===== src/hdl/ffra_pkg.sv =====
package ffra_pkg;

  // Defaults for the top-level parameters
  localparam int DEF_MAX_EXTENTS      = 64;
  localparam int DEF_MAX_HELD_BLOCKS  = 64;
  localparam int DEF_HEADER_BYTES     = 16;
  localparam int DEF_MIN_BLOCK_BYTES  = 32;
  localparam int DEF_REGION_ADDR_BITS = 24;

  // Fixed field widths
  localparam int ADDR_W      = 32;
  localparam int SIZE_W      = 25;
  localparam int ALIGN_W     = 4;
  localparam int STATUS_W    = 3;
  localparam int CFG_IDX_W   = 1;
  localparam int PAD_W       = 15;
  localparam int LOW_W       = 16;
  localparam int MIN_ROUND   = 8;
  localparam logic [SIZE_W-1:0] SIZE_MAX = {SIZE_W{1'b1}};

  typedef enum logic [STATUS_W-1:0] {
    ST_OK        = 3'd0,
    ST_ZERO_SIZE = 3'd1,
    ST_NO_MEM    = 3'd2,
    ST_NULL      = 3'd3,
    ST_OUTSIDE   = 3'd4,
    ST_CORRUPT   = 3'd5,
    ST_UNAVAIL   = 3'd6
  } status_t;

  typedef enum logic [CFG_IDX_W-1:0] {
    REG_BASE   = 1'b0,
    REG_REGION = 1'b1
  } cfg_reg_t;

  typedef enum logic [2:0] {
    EXT_NOP   = 3'd0,
    EXT_ROT   = 3'd1,
    EXT_SET   = 3'd2,
    EXT_DEL   = 3'd3,
    EXT_INS   = 3'd4,
    EXT_MERGE = 3'd5
  } ext_op_t;

  typedef enum logic [2:0] {
    HLD_NOP   = 3'd0,
    HLD_ROT   = 3'd1,
    HLD_CLR   = 3'd2,
    HLD_WRITE = 3'd3,
    HLD_REL   = 3'd4
  } held_op_t;

  typedef struct packed {
    ext_op_t op;
    logic    here;
    logic    after;
  } ext_ctl_t;

  typedef struct packed {
    held_op_t op;
    logic     here;
  } held_ctl_t;

endpackage


===== src/hdl/ffra_held_cell.sv =====
module ffra_held_cell #(
  parameter int START_W = 24,
  parameter int LEN_W   = 25
) (
  input  logic                          clk,
  input  logic                          rst_n,
  input  ffra_pkg::held_ctl_t           ctl,
  input  logic [ffra_pkg::ADDR_W-1:0]   set_user,
  input  logic [START_W-1:0]            set_start,
  input  logic [LEN_W-1:0]              set_len,
  input  logic                          next_valid,
  input  logic [ffra_pkg::ADDR_W-1:0]   next_user,
  input  logic [START_W-1:0]            next_start,
  input  logic [LEN_W-1:0]              next_len,
  output logic                          valid,
  output logic [ffra_pkg::ADDR_W-1:0]   user,
  output logic [START_W-1:0]            start,
  output logic [LEN_W-1:0]              len
);
  import ffra_pkg::*;

  logic               valid_r;
  logic [ADDR_W-1:0]  user_r;
  logic [START_W-1:0] start_r;
  logic [LEN_W-1:0]   len_r;

  always_ff @(posedge clk) begin
    if (!rst_n) begin
      valid_r <= 1'b0;
    end else begin
      case (ctl.op)
        HLD_ROT:   valid_r <= next_valid;
        HLD_CLR:   valid_r <= 1'b0;
        HLD_WRITE: if (ctl.here) valid_r <= 1'b1;
        HLD_REL:   if (ctl.here) valid_r <= 1'b0;
        default: begin
        end
      endcase
    end
  end

  always_ff @(posedge clk) begin
    case (ctl.op)
      HLD_ROT: begin
        user_r  <= next_user;
        start_r <= next_start;
        len_r   <= next_len;
      end
      HLD_WRITE: begin
        if (ctl.here) begin
          user_r  <= set_user;
          start_r <= set_start;
          len_r   <= set_len;
        end
      end
      default: begin
      end
    endcase
  end

  assign valid = valid_r;
  assign user  = user_r;
  assign start = start_r;
  assign len   = len_r;

endmodule


===== config.mk =====
export PLATFORM = sky130hd
export DESIGN_NAME = ffra_held_cell
export DESIGN_NICKNAME = d
export VERILOG_FILES = /design/src/hdl/ffra_pkg.sv /design/src/hdl/ffra_held_cell.sv
export SDC_FILE = /design/constraint.sdc
export NUM_CORES = 1
export LEC_CHECK = 0
export BUFFER_PORTS_ARGS = -buffer_cell sky130_fd_sc_hd__buf_2
export CAP_MARGIN = 20
export CORE_MARGIN = 1
export CORE_UTILIZATION = 42
export DETAILED_ROUTE_END_ITERATION = 10
export PLACE_DENSITY = 0.8
export SYNTH_ARGS = -nofsm -noshare
export SYNTH_HDL_FRONTEND = slang
export SYNTH_SLANG_ARGS = --single-unit

===== constraint.sdc =====
create_clock -name clk -period 9.5 [get_ports clk]
set_clock_uncertainty 0.1 [all_clocks]
set_input_delay 0.95 -clock clk [delete_from_list [all_inputs] [get_ports clk]]
set_output_delay 0.95 -clock clk [all_outputs]
set_load 0.01 [all_outputs]

==> impl_results.md <==
- Status: finished, final reports clean
- Syn Area/Cell: around 21 um^2
- Final setup fails: 0
- First-pass GRT wire length: 13100 um
- Syn_nets: 350
- DP Wirelength: between 6000 and 7000 um
- Crit path cell chain: buf_2 > nor2b_4 > nand2_4 > buf_4 > mux2_2
- GRT Total Usage: 18.0%
- Die Width: 97.5 um
- Hold_buf cts: 0
- CP required: around 9.5 ns
- H-tree depth: 3
- Most common cell after layout, fill and taps aside: buf_2
- Tcrit/Tclk final: 31.2%
- Maximum VDD drop: 0.0828 mV
- Most frequent cells in the layout: buf_2 (250), edfxtp_1 (81), mux2_4 (80), clkbuf_8 (9)
- # DRC: 0
- Clk sink count: 82
- CP Data Arrival Time: just under 3 ns
- Initial antenna violation count: 0
- Num CTS Buffers: 9
- Worst-path clk slew: 0.07 ns
- Largest net degree at the start of global routing: 82
- Die height: roughly 98 um
- #FFs+latches synth: 82
- Cell Area, Placed: 5150 um^2
- Root Buffer: clkbuf_8
- Clk_lat worst skew: 0.33 ns
- Post-CTS Resized: 0
- Hold Fails Final Rpt: 0
- Routed len/inst: 15.9 um
- RSZ-0062 raised after global routing: false
- Critical path depth: 5
- Gr ovfl total: 0
- Area of the die: 9510 um^2
- Sequential area share after synthesis: 64.0%
- Layout area overhead: 40.0%
- TNS Setup: 0 ns
- Max-cap violations: 0
- Post-route design area: around 5400 um^2
- Nets: 605
- DR iter-0 viols: 55
- Final critical path time including I/O delays and setup: ~3.0 ns
- Yosys cell types: 15
- Drt total wl: 8740 um
- Max Root-Sink Buffers: 2
- CTS tree: yes
- Peak per-stage delay on the critical path: between 0.7 and 0.8 ns
- Cell family with most CP delay: buffers and inverters
- Vias: 2572
- Hold Path Depth: 2
- Share of layout cells above drive strength 1: 79.1%
- Core Util, Final: 61.2%
- Post-Synthesis Cells: 181
- Worst hold path class: reg2reg
- IO Port Bufs: 250
- Rows: 34
- Worst-Margin Slew: 1.02 ns
- R2R depth: 2
- Starting density of the core: around 44%
- Post-route ant nets: 0
- Vias in the first global route: 2715
- Crit-path slowest cell: buf_4
- Crit end category: flip-flop
- Slew Limit Fails: 0
- Total setup buffers inserted after CTS: 0
- First-pass iteration count of the detailed router: 4
- Crit path buffers/inverters: 2
- Synthesis warning total: 0
- Type of origin of the critical path: input pin
- Worst-path fanout max: 41
- Routability cong.: 0.728
- Fill count: between 600 and 700
- Core area: 8760 um^2
- CP Class: in2reg
- Via density: 4.68
- P per Cell Area: 156 nW/um^2
- Headroom to the max-slew limit: 32.2%
- Antenna diode count: 0
- Fmax: 337 MHz
- Synth Cell Area: 3830 um^2
- LEAKAGE: 2.64 nW
- Top-level I/O count: 251
metrics by stage:
step           hold slack, ns  setup WS, ns  total power [mW]  std cells
2_1_floorplan           0.459          1.75             0.512        181
3_3_place_gp            0.445          6.26             0.568        533
3_5_place_dp            0.520          6.18             0.574        533
4_1_cts                 0.535          6.55             0.846        549
5_1_grt                 0.573          6.49             0.870        549
6_report                0.520          6.53             0.836        549
layout make-up:
type	count	area (um^2)	share of cell area, %
clock buffer	11	131	2.45
clock inverter	5	78.8	1.47
inverter	1	3.75	0.0700
multi-input combinational	90	1300	24.2
sequential	82	2450	45.7
tap	108	135	2.52
timing repair buffer	252	1270	23.6
sequential cells by signal, summed over array words and instances, names as in the netlist:
signal and cells:
user 32, valid 1, start 24, len 25
synthesized netlist by cell type (all sizes together):
cell type | n | area [um^2]
o21ai | 1 | 5.00
or4b | 1 | 10.0
a21boi | 1 | 7.51
a211oi | 1 | 7.51
nand2 | 2 | 15.0
buf | 8 | 90.1
inv | 1 | 3.75
dfxtp | 1 | 20.0
o31ai | 1 | 7.51
mux2 | 81 | 1210
nor2b | 1 | 13.8
edfxtp | 81 | 2430
o22ai | 1 | 6.26
per-layer routing:
layer	share of wire [%]	GRT usage, %	up-vias
met5	0	0	-
met3	7.4	5.47	13
met1	35	18.1	1192
li1	-	-	1220
met2	56	34.2	147
met4	1.5	6.79	0
worst paths after layout:
kind,to,slack (ns),startpoint
setup / recovery,user[31],6.53,ctl[1]
hold / removal,valid,0.52,valid
setup reg to reg,valid,8.57,valid
hold reg to reg,valid,0.52,valid
logic make-up (layout without fill, tap and decap cells):
logic type / after synthesis / in the layout / synth area share [%]
flops: 82 / 82 / 64.0
compound gates: 5 / 5 / 0.882
simple gates: 4 / 4 / 1.01
mux: 81 / 81 / 31.6
buf+inv: 9 / 269 / 2.45
where the power goes:
group          internal, mW  leakage, nW  switching (mW)
Combinational        0.0769         1.78          0.0542
Clock                 0.148       0.0972           0.125
Sequential            0.427        0.760         0.00569
Total                 0.651         2.64           0.184
worst min-delay path, stage by stage (launching register included):
cell and delay, ns:
dfxtp_1 0.34, o22ai_1 0.14, a211oi_1 0.10
No activity file was read; power rests on OpenSTA's default activity.
