`config.mk`:
```
export PLATFORM = sky130hd
export DESIGN_NAME = ffra_ext_cell
export DESIGN_NICKNAME = d
export VERILOG_FILES = /design/src/hdl/ffra_pkg.sv /design/src/hdl/ffra_ext_cell.sv
export SDC_FILE = /design/constraint.sdc
export NUM_CORES = 1
export LEC_CHECK = 0
export ABC_AREA = 1
export BUFFER_PORTS_ARGS = -buffer_cell sky130_fd_sc_hd__buf_4
export CORE_ASPECT_RATIO = 0.75
export CORE_MARGIN = 4
export CORE_UTILIZATION = 50
export CTS_BUF_LIST = sky130_fd_sc_hd__clkbuf_4 sky130_fd_sc_hd__clkbuf_8 sky130_fd_sc_hd__clkbuf_16
export DETAILED_ROUTE_END_ITERATION = 8
export PLACE_DENSITY = 0.91
export SLEW_MARGIN = 20
export SYNTH_ARGS = -nofsm -noshare
export SYNTH_HDL_FRONTEND = slang
export SYNTH_SLANG_ARGS = --single-unit
```
`constraint.sdc`:
```
create_clock -name clk -period 4.1 [get_ports clk]
set_input_delay 0.41 -clock clk [delete_from_list [all_inputs] [get_ports clk]]
set_output_delay 0.41 -clock clk [all_outputs]
set_load 0.01 [all_outputs]
```
`src/hdl/ffra_pkg.sv`:
```
package ffra_pkg;

  // Defaults for the top-level parameters
  localparam int DEF_MAX_EXTENTS      = 64;
  localparam int DEF_MAX_HELD_BLOCKS  = 64;
  localparam int DEF_HEADER_BYTES     = 16;
  localparam int DEF_MIN_BLOCK_BYTES  = 32;
  localparam int DEF_REGION_ADDR_BITS = 24;

  // Fixed field widths
  localparam int ADDR_W      = 32;
  localparam int SIZE_W      = 25;
  localparam int ALIGN_W     = 4;
  localparam int STATUS_W    = 3;
  localparam int CFG_IDX_W   = 1;
  localparam int PAD_W       = 15;
  localparam int LOW_W       = 16;
  localparam int MIN_ROUND   = 8;
  localparam logic [SIZE_W-1:0] SIZE_MAX = {SIZE_W{1'b1}};

  typedef enum logic [STATUS_W-1:0] {
    ST_OK        = 3'd0,
    ST_ZERO_SIZE = 3'd1,
    ST_NO_MEM    = 3'd2,
    ST_NULL      = 3'd3,
    ST_OUTSIDE   = 3'd4,
    ST_CORRUPT   = 3'd5,
    ST_UNAVAIL   = 3'd6
  } status_t;

  typedef enum logic [CFG_IDX_W-1:0] {
    REG_BASE   = 1'b0,
    REG_REGION = 1'b1
  } cfg_reg_t;

  typedef enum logic [2:0] {
    EXT_NOP   = 3'd0,
    EXT_ROT   = 3'd1,
    EXT_SET   = 3'd2,
    EXT_DEL   = 3'd3,
    EXT_INS   = 3'd4,
    EXT_MERGE = 3'd5
  } ext_op_t;

  typedef enum logic [2:0] {
    HLD_NOP   = 3'd0,
    HLD_ROT   = 3'd1,
    HLD_CLR   = 3'd2,
    HLD_WRITE = 3'd3,
    HLD_REL   = 3'd4
  } held_op_t;

  typedef struct packed {
    ext_op_t op;
    logic    here;
    logic    after;
  } ext_ctl_t;

  typedef struct packed {
    held_op_t op;
    logic     here;
  } held_ctl_t;

endpackage

```
`src/hdl/ffra_ext_cell.sv`:
```
module ffra_ext_cell #(
  parameter int START_W = 24,
  parameter int LEN_W   = 25
) (
  input  logic               clk,
  input  ffra_pkg::ext_ctl_t ctl,
  input  logic [START_W-1:0] set_start,
  input  logic [LEN_W-1:0]   set_len,
  input  logic [START_W-1:0] next_start,
  input  logic [LEN_W-1:0]   next_len,
  input  logic [START_W-1:0] prev_start,
  input  logic [LEN_W-1:0]   prev_len,
  output logic [START_W-1:0] start,
  output logic [LEN_W-1:0]   len
);
  import ffra_pkg::*;

  logic [START_W-1:0] start_r;
  logic [LEN_W-1:0]   len_r;

  always_ff @(posedge clk) begin
    case (ctl.op)
      EXT_ROT: begin
        start_r <= next_start;
        len_r   <= next_len;
      end
      EXT_SET: begin
        if (ctl.here) begin
          start_r <= set_start;
          len_r   <= set_len;
        end
      end
      EXT_DEL: begin
        if (ctl.here || ctl.after) begin
          start_r <= next_start;
          len_r   <= next_len;
        end
      end
      EXT_INS: begin
        if (ctl.here) begin
          start_r <= set_start;
          len_r   <= set_len;
        end else if (ctl.after) begin
          start_r <= prev_start;
          len_r   <= prev_len;
        end
      end
      EXT_MERGE: begin
        if (ctl.here) begin
          start_r <= set_start;
          len_r   <= set_len;
        end else if (ctl.after) begin
          start_r <= next_start;
          len_r   <= next_len;
        end
      end
      default: begin
      end
    endcase
  end

  assign start = start_r;
  assign len   = len_r;

endmodule

```
==> results.ini, run 1 <==
[outcome]
status = completed

[clock_tree]
cts_buffers = 5
clk_path_buf_depth = 2
cts_tree = done
clkTransAtPathRegs_ps = 90
post-cts-setup-buffer-count = 0
hold_buffers = 0
cts_root_buf = clkbuf_8
cts_resized = 0
cts_sinks = 49
htree_levels = 2

[die]
num_rows = 27
ios = 202
initial_core_util = 0.526
die_w_um = 111
die_h_um = 85.1
core_um2 = 7530
die_area_um2 = 9440

[placed_design]
port_buffers = 201
place_area_um2 = 5380
dpl.hpwl_um = 9690
place_congestion = 0.888
dp_cells = 862

[timing]
setup_viol = 0
finalHoldViolations = 0
slew_viol_final = 0
setup_tns_ps = 0
fmax_ghz = 0.377
period_needed_ps = 2660
slew_headroom = 0.346
grt_setup_unrepaired = false
post-route-period-util = 0.648
worstMarginPinSlew_ps = 980

[critical_path]
endpoint = len[19]
crit_arrival_ps = 2630
worst-path-buf-inv = 4
cp.depth = 8
critPathLaunch = ctl[3]
slowest_stage = nand2_4
crit_required_ps = 4070
worst_path_largest_cell_delay_ps = 500
cpLargestDelayFamily = buffers and inverters
crit_path_start_kind = input pin
path_class = input pin to flip-flop
crit_fanout = 53
crit_chain = buf_4 -> inv_2 -> nand2_4 -> o21ai_0 -> nand2_1 -> nand2_1 -> inv_2 -> buf_4
cp-end-kind = flip-flop

[synthesis]
synth_cell_types = 15
post-synth-top-area-cell = edfxtp_1
ys_seq_elements = 49
yosysWarnings = 0
synth_area_um2 = 3970
synth_fp_nets = 762
synth_area_leaders = edfxtp_1, nand2_1, nand4_1
synth_cells = 609
synth_top_area_frac = 0.371
ys_seq_area_frac = 0.371
syn_avg_cell_area_um2 = 6.51

[layout]
fillers = 566
drive_gt1_frac = 0.287
stdcell_area_um2 = 5510
area_growth_pct = 39.0
layout_common_cells = nand2_1, buf_4, nand4_1
final-instance-count-excl-fill = 872
final_common_cell = nand2_1
num_antenna_cells = 0
nNetsFinal = 923

[run]
drv_cap = 0

[pwr]
p_per_area_nw_per_um2 = 272
peakVddDrop_mv = 0.196
leakage_nw = 2.74
power_mw = 1.50

[detailed_routing]
routed_wl_um = 14100
viasPerCell = 5.86
drc_errors = 0
dr.pass1.iters = 5
ant_nets = 0
routedWlPerCell_um = 16.1
drtIter0Drc = 529
num_vias = 5111

[global_route]
grt_pass1_vias = 4755
grt_pass1_wl_um = 22300
overflow = 0
grt.total_usage = 0.285
grt_max_degree = 67
grt_antenna_before_repair = 0

[worst_hold_path]
hp-class = input pin to flip-flop
min_path_cells = 3

[metrics by stage]
stage | util | setup slack, ps | hold slack (ps)
floorplan | - | 1670 | 630
global placement | 0.714 | 1200 | 729
detailed placement | 0.714 | 1130 | 734
CTS | 0.724 | 1460 | 422
global route | 0.732 | 1270 | 415
finish | 0.732 | 1440 | 423
[worst min path at each step]
stage	from	end
after detailed placement	next_len[11]	len[11]
after global placement	next_len[5]	len[5]
after CTS	next_len[11]	len[11]
final	next_start[22]	start[22]
after global routing	next_len[5]	len[5]
after floorplan	next_len[0]	len[0]
[logic make-up after synthesis]
kind of cell | count (synthesis) | synth area share
buffers and inverters | 57 | 0.0685
DFF | 49 | 0.371
and+or+nand+nor | 502 | 0.559
AOI/OAI and AO/OA | 1 | 0.00126
[metal layers]
metal | GRT usage | wire length [um]
met4 | 0.0839 | 235
met1 | 0.374 | 5330
met2 | 0.469 | 6700
met3 | 0.0713 | 1780
met5 | 0 | 0
[power by group]
part	internal [mW]	switching [mW]	leakage, nW
Sequential	0.652	0.0319	0.475
Combinational	0.256	0.285	2.22
Clock	0.115	0.158	0.0430
Total	1.02	0.475	2.74
[state kept, by name (all words and copies together) (netlist names)]
register / flops
len: 25
start: 24
[layout make-up]
| type | instances | area, um^2 | area share |
|---|---|---|---|
| sequential | 49 | 1470 | 0.267 |
| clock buffer | 5 | 68.8 | 0.0125 |
| tap | 101 | 126 | 0.0229 |
| clock inverter | 3 | 12.5 | 0.00227 |
| inverter | 5 | 18.8 | 0.00340 |
| timing repair buffer | 206 | 1590 | 0.288 |
| multi-input combinational | 503 | 2230 | 0.404 |
[synth_stat cells]
cell type,count
nand2_4,1
clkbuf_1,21
buf_2,25
nand2_1,350
inv_1,1
nor2_4,2
o21ai_0,1
nand3_1,50
buf_1,1
nand4_1,98
buf_6,2
edfxtp_1,49
buf_4,3
nand3b_1,1
inv_2,4
No activity file was read; power rests on OpenSTA's default activity.
==> run 2: changes to the inputs <==
CORE_UTILIZATION = 42   (was 50)
PLACE_DENSITY = 0.82   (was 0.91)
clock period = 2.2 ns   (was 4.1 ns; I/O delays follow)
==> results.ini, run 2 (synthesis gave the netlist of run 1 again) <==
[layout]
final_common_cell = nand2_1
largest_reg_flops = 25  ; unchanged
layout_common_cells = nand2_1, buf_4, nand4_1
num_antenna_cells = 0  ; unchanged
seqCellArea_um2 = 1470  ; unchanged
post-route-util = 0.624  ; -0.108
area_growth_pct = 43.4
multi_input_area_um2 = 2230  ; unchanged
drive_gt1_frac = 0.294  ; +0.00770
nNetsFinal = 930  ; +0.76%
fillers = 841  ; +49%

[timing]
slew_headroom = 0.521  ; +0.175
setup_tns_ps = 0  ; unchanged
worstMarginPinSlew_ps = 719  ; -261 ps
post-route-period-util = 0.645
slew_viol_final = 0  ; unchanged
holdWs_ps = 252  ; -171 ps
grt_setup_unrepaired = false
fmax_ghz = 0.705
finalHoldViolations = 0  ; unchanged
period_needed_ps = 1420
setup_viol = 0  ; unchanged

[clock_tree]
cts_resized = 0  ; unchanged
cts_tree = done
htree_levels = 2  ; unchanged
hold_buffers = 0  ; unchanged
cts_sinks = 49  ; unchanged
cts_root_buf = clkbuf_16
post-cts-setup-buffer-count = 0  ; unchanged
clk_path_buf_depth = 2  ; unchanged
clkTransAtPathRegs_ps = 70  ; -20 ps
cts_buffers = 5  ; unchanged

[die]
die_w_um = 120  ; +8.4%
die_area_um2 = 11100  ; +17%
die_h_um = 92.2  ; +8.3%
core_um2 = 9120  ; +21%
ios = 202  ; unchanged
initial_core_util = 0.435  ; -0.0916
num_rows = 30  ; +11%

[run]
drv_cap = 0  ; unchanged

[detailed_routing]
routedWlPerCell_um = 16.9  ; +4.9%
drtIter0Drc = 661  ; +25%
drc_errors = 0  ; unchanged
dr.pass1.iters = 6  ; +1
num_vias = 5242  ; +2.6%
routed_wl_um = 15300  ; +9.0%
ant_nets = 0  ; unchanged
viasPerCell = 5.79  ; -1.3%

[critical_path]
cp-end-kind = flip-flop
path_class = input pin to flip-flop
crit_path_start_kind = input pin
crit_fanout = 28  ; -47%
crit_arrival_ps = 1420  ; -1210 ps
crit_required_ps = 2200  ; -1870 ps

[pwr]
p_comb_frac = 0.325  ; -0.036
p_sw_frac = 0.298  ; -0.0194
p_per_area_nw_per_um2 = 563  ; +110%
peakVddDrop_mv = 0.325  ; +65%
power_frac_seq = 0.395  ; -0.062
leakage_nw = 2.80  ; +2.5%
clkPwrFrac = 0.280  ; +0.098
p_int_mw = 2.25  ; +120%
netSwitchingPower_uw = 953  ; +100%

[outcome]
status = completed

[global_route]
grt_pass1_wl_um = 23700  ; +6.1%
grt.total_usage = 0.260  ; -0.0246
grt_pass1_vias = 5053  ; +6.3%
grt_antenna_before_repair = 0  ; unchanged
grt_max_degree = 73  ; +9.0%
overflow = 0  ; unchanged

[placed_design]
port_buffers = 201  ; unchanged
dpl.hpwl_um = 10300  ; +6.4%
place_congestion = 0.867  ; -2.3%

[worst_hold_path]
hp-class = input pin to flip-flop

## run 2: worst paths after layout
| kind | start | endpoint | cells after the start |
|---|---|---|---|
| worst max-delay path | ctl[2] | start[16] | 8 |
| worst min-delay path | next_len[18] | len[18] | 3 |
## run 2: worst max-delay path: stages
cell	delay, ps
buf_4	130
inv_2	250
nand3_2	130
o21ai_0	110
nand2_1	90
nand2_1	110
clkinvlp_4	90
buf_4	250
## run 2: layout make-up
cell class / count / area share
well taps: 128 / 0.0282
flip-flops and latches: 49 / 0.259
clock buffers: 6 / 0.0233
repair buffers: 213 / 0.288
clock inverters: 2 / 0.00594
inverters: 5 / 0.00396
multi-input cells: 503 / 0.392
## run 2: metal layers
layer  routed length, um  GRT usage  share of wire
met1                5700      0.314           0.37
met2                7400      0.450           0.48
met3                1940     0.0617           0.13
met4                 279     0.0972          0.018
met5                   0          0              0
## run 2: stage by stage
step | worst slack (ps) | instance area [um^2] | power (mW) | cells
6_report | 781 | 5690 | 3.20 | 906
5_1_grt | 734 | 5690 | 3.34 | 906
4_1_cts | 816 | 5690 | 3.20 | 906
3_5_place_dp | 519 | 5520 | 2.32 | 898
3_3_place_gp | 349 | 5470 | 2.28 | 896
2_1_floorplan | 153 | 3970 | 1.73 | 609
## run 2: power groups by stage
| stage | clock network [mW] | registers, mW | logic, mW |
|---|---|---|---|
| 2_1_floorplan | 0 | 1.36 | 0.376 |
| 3_3_place_gp | 0 | 1.28 | 0.999 |
| 3_5_place_dp | 0 | 1.29 | 1.03 |
| 4_1_cts | 0.901 | 1.27 | 1.04 |
| 5_1_grt | 0.936 | 1.28 | 1.13 |
| 6_report | 0.896 | 1.27 | 1.04 |
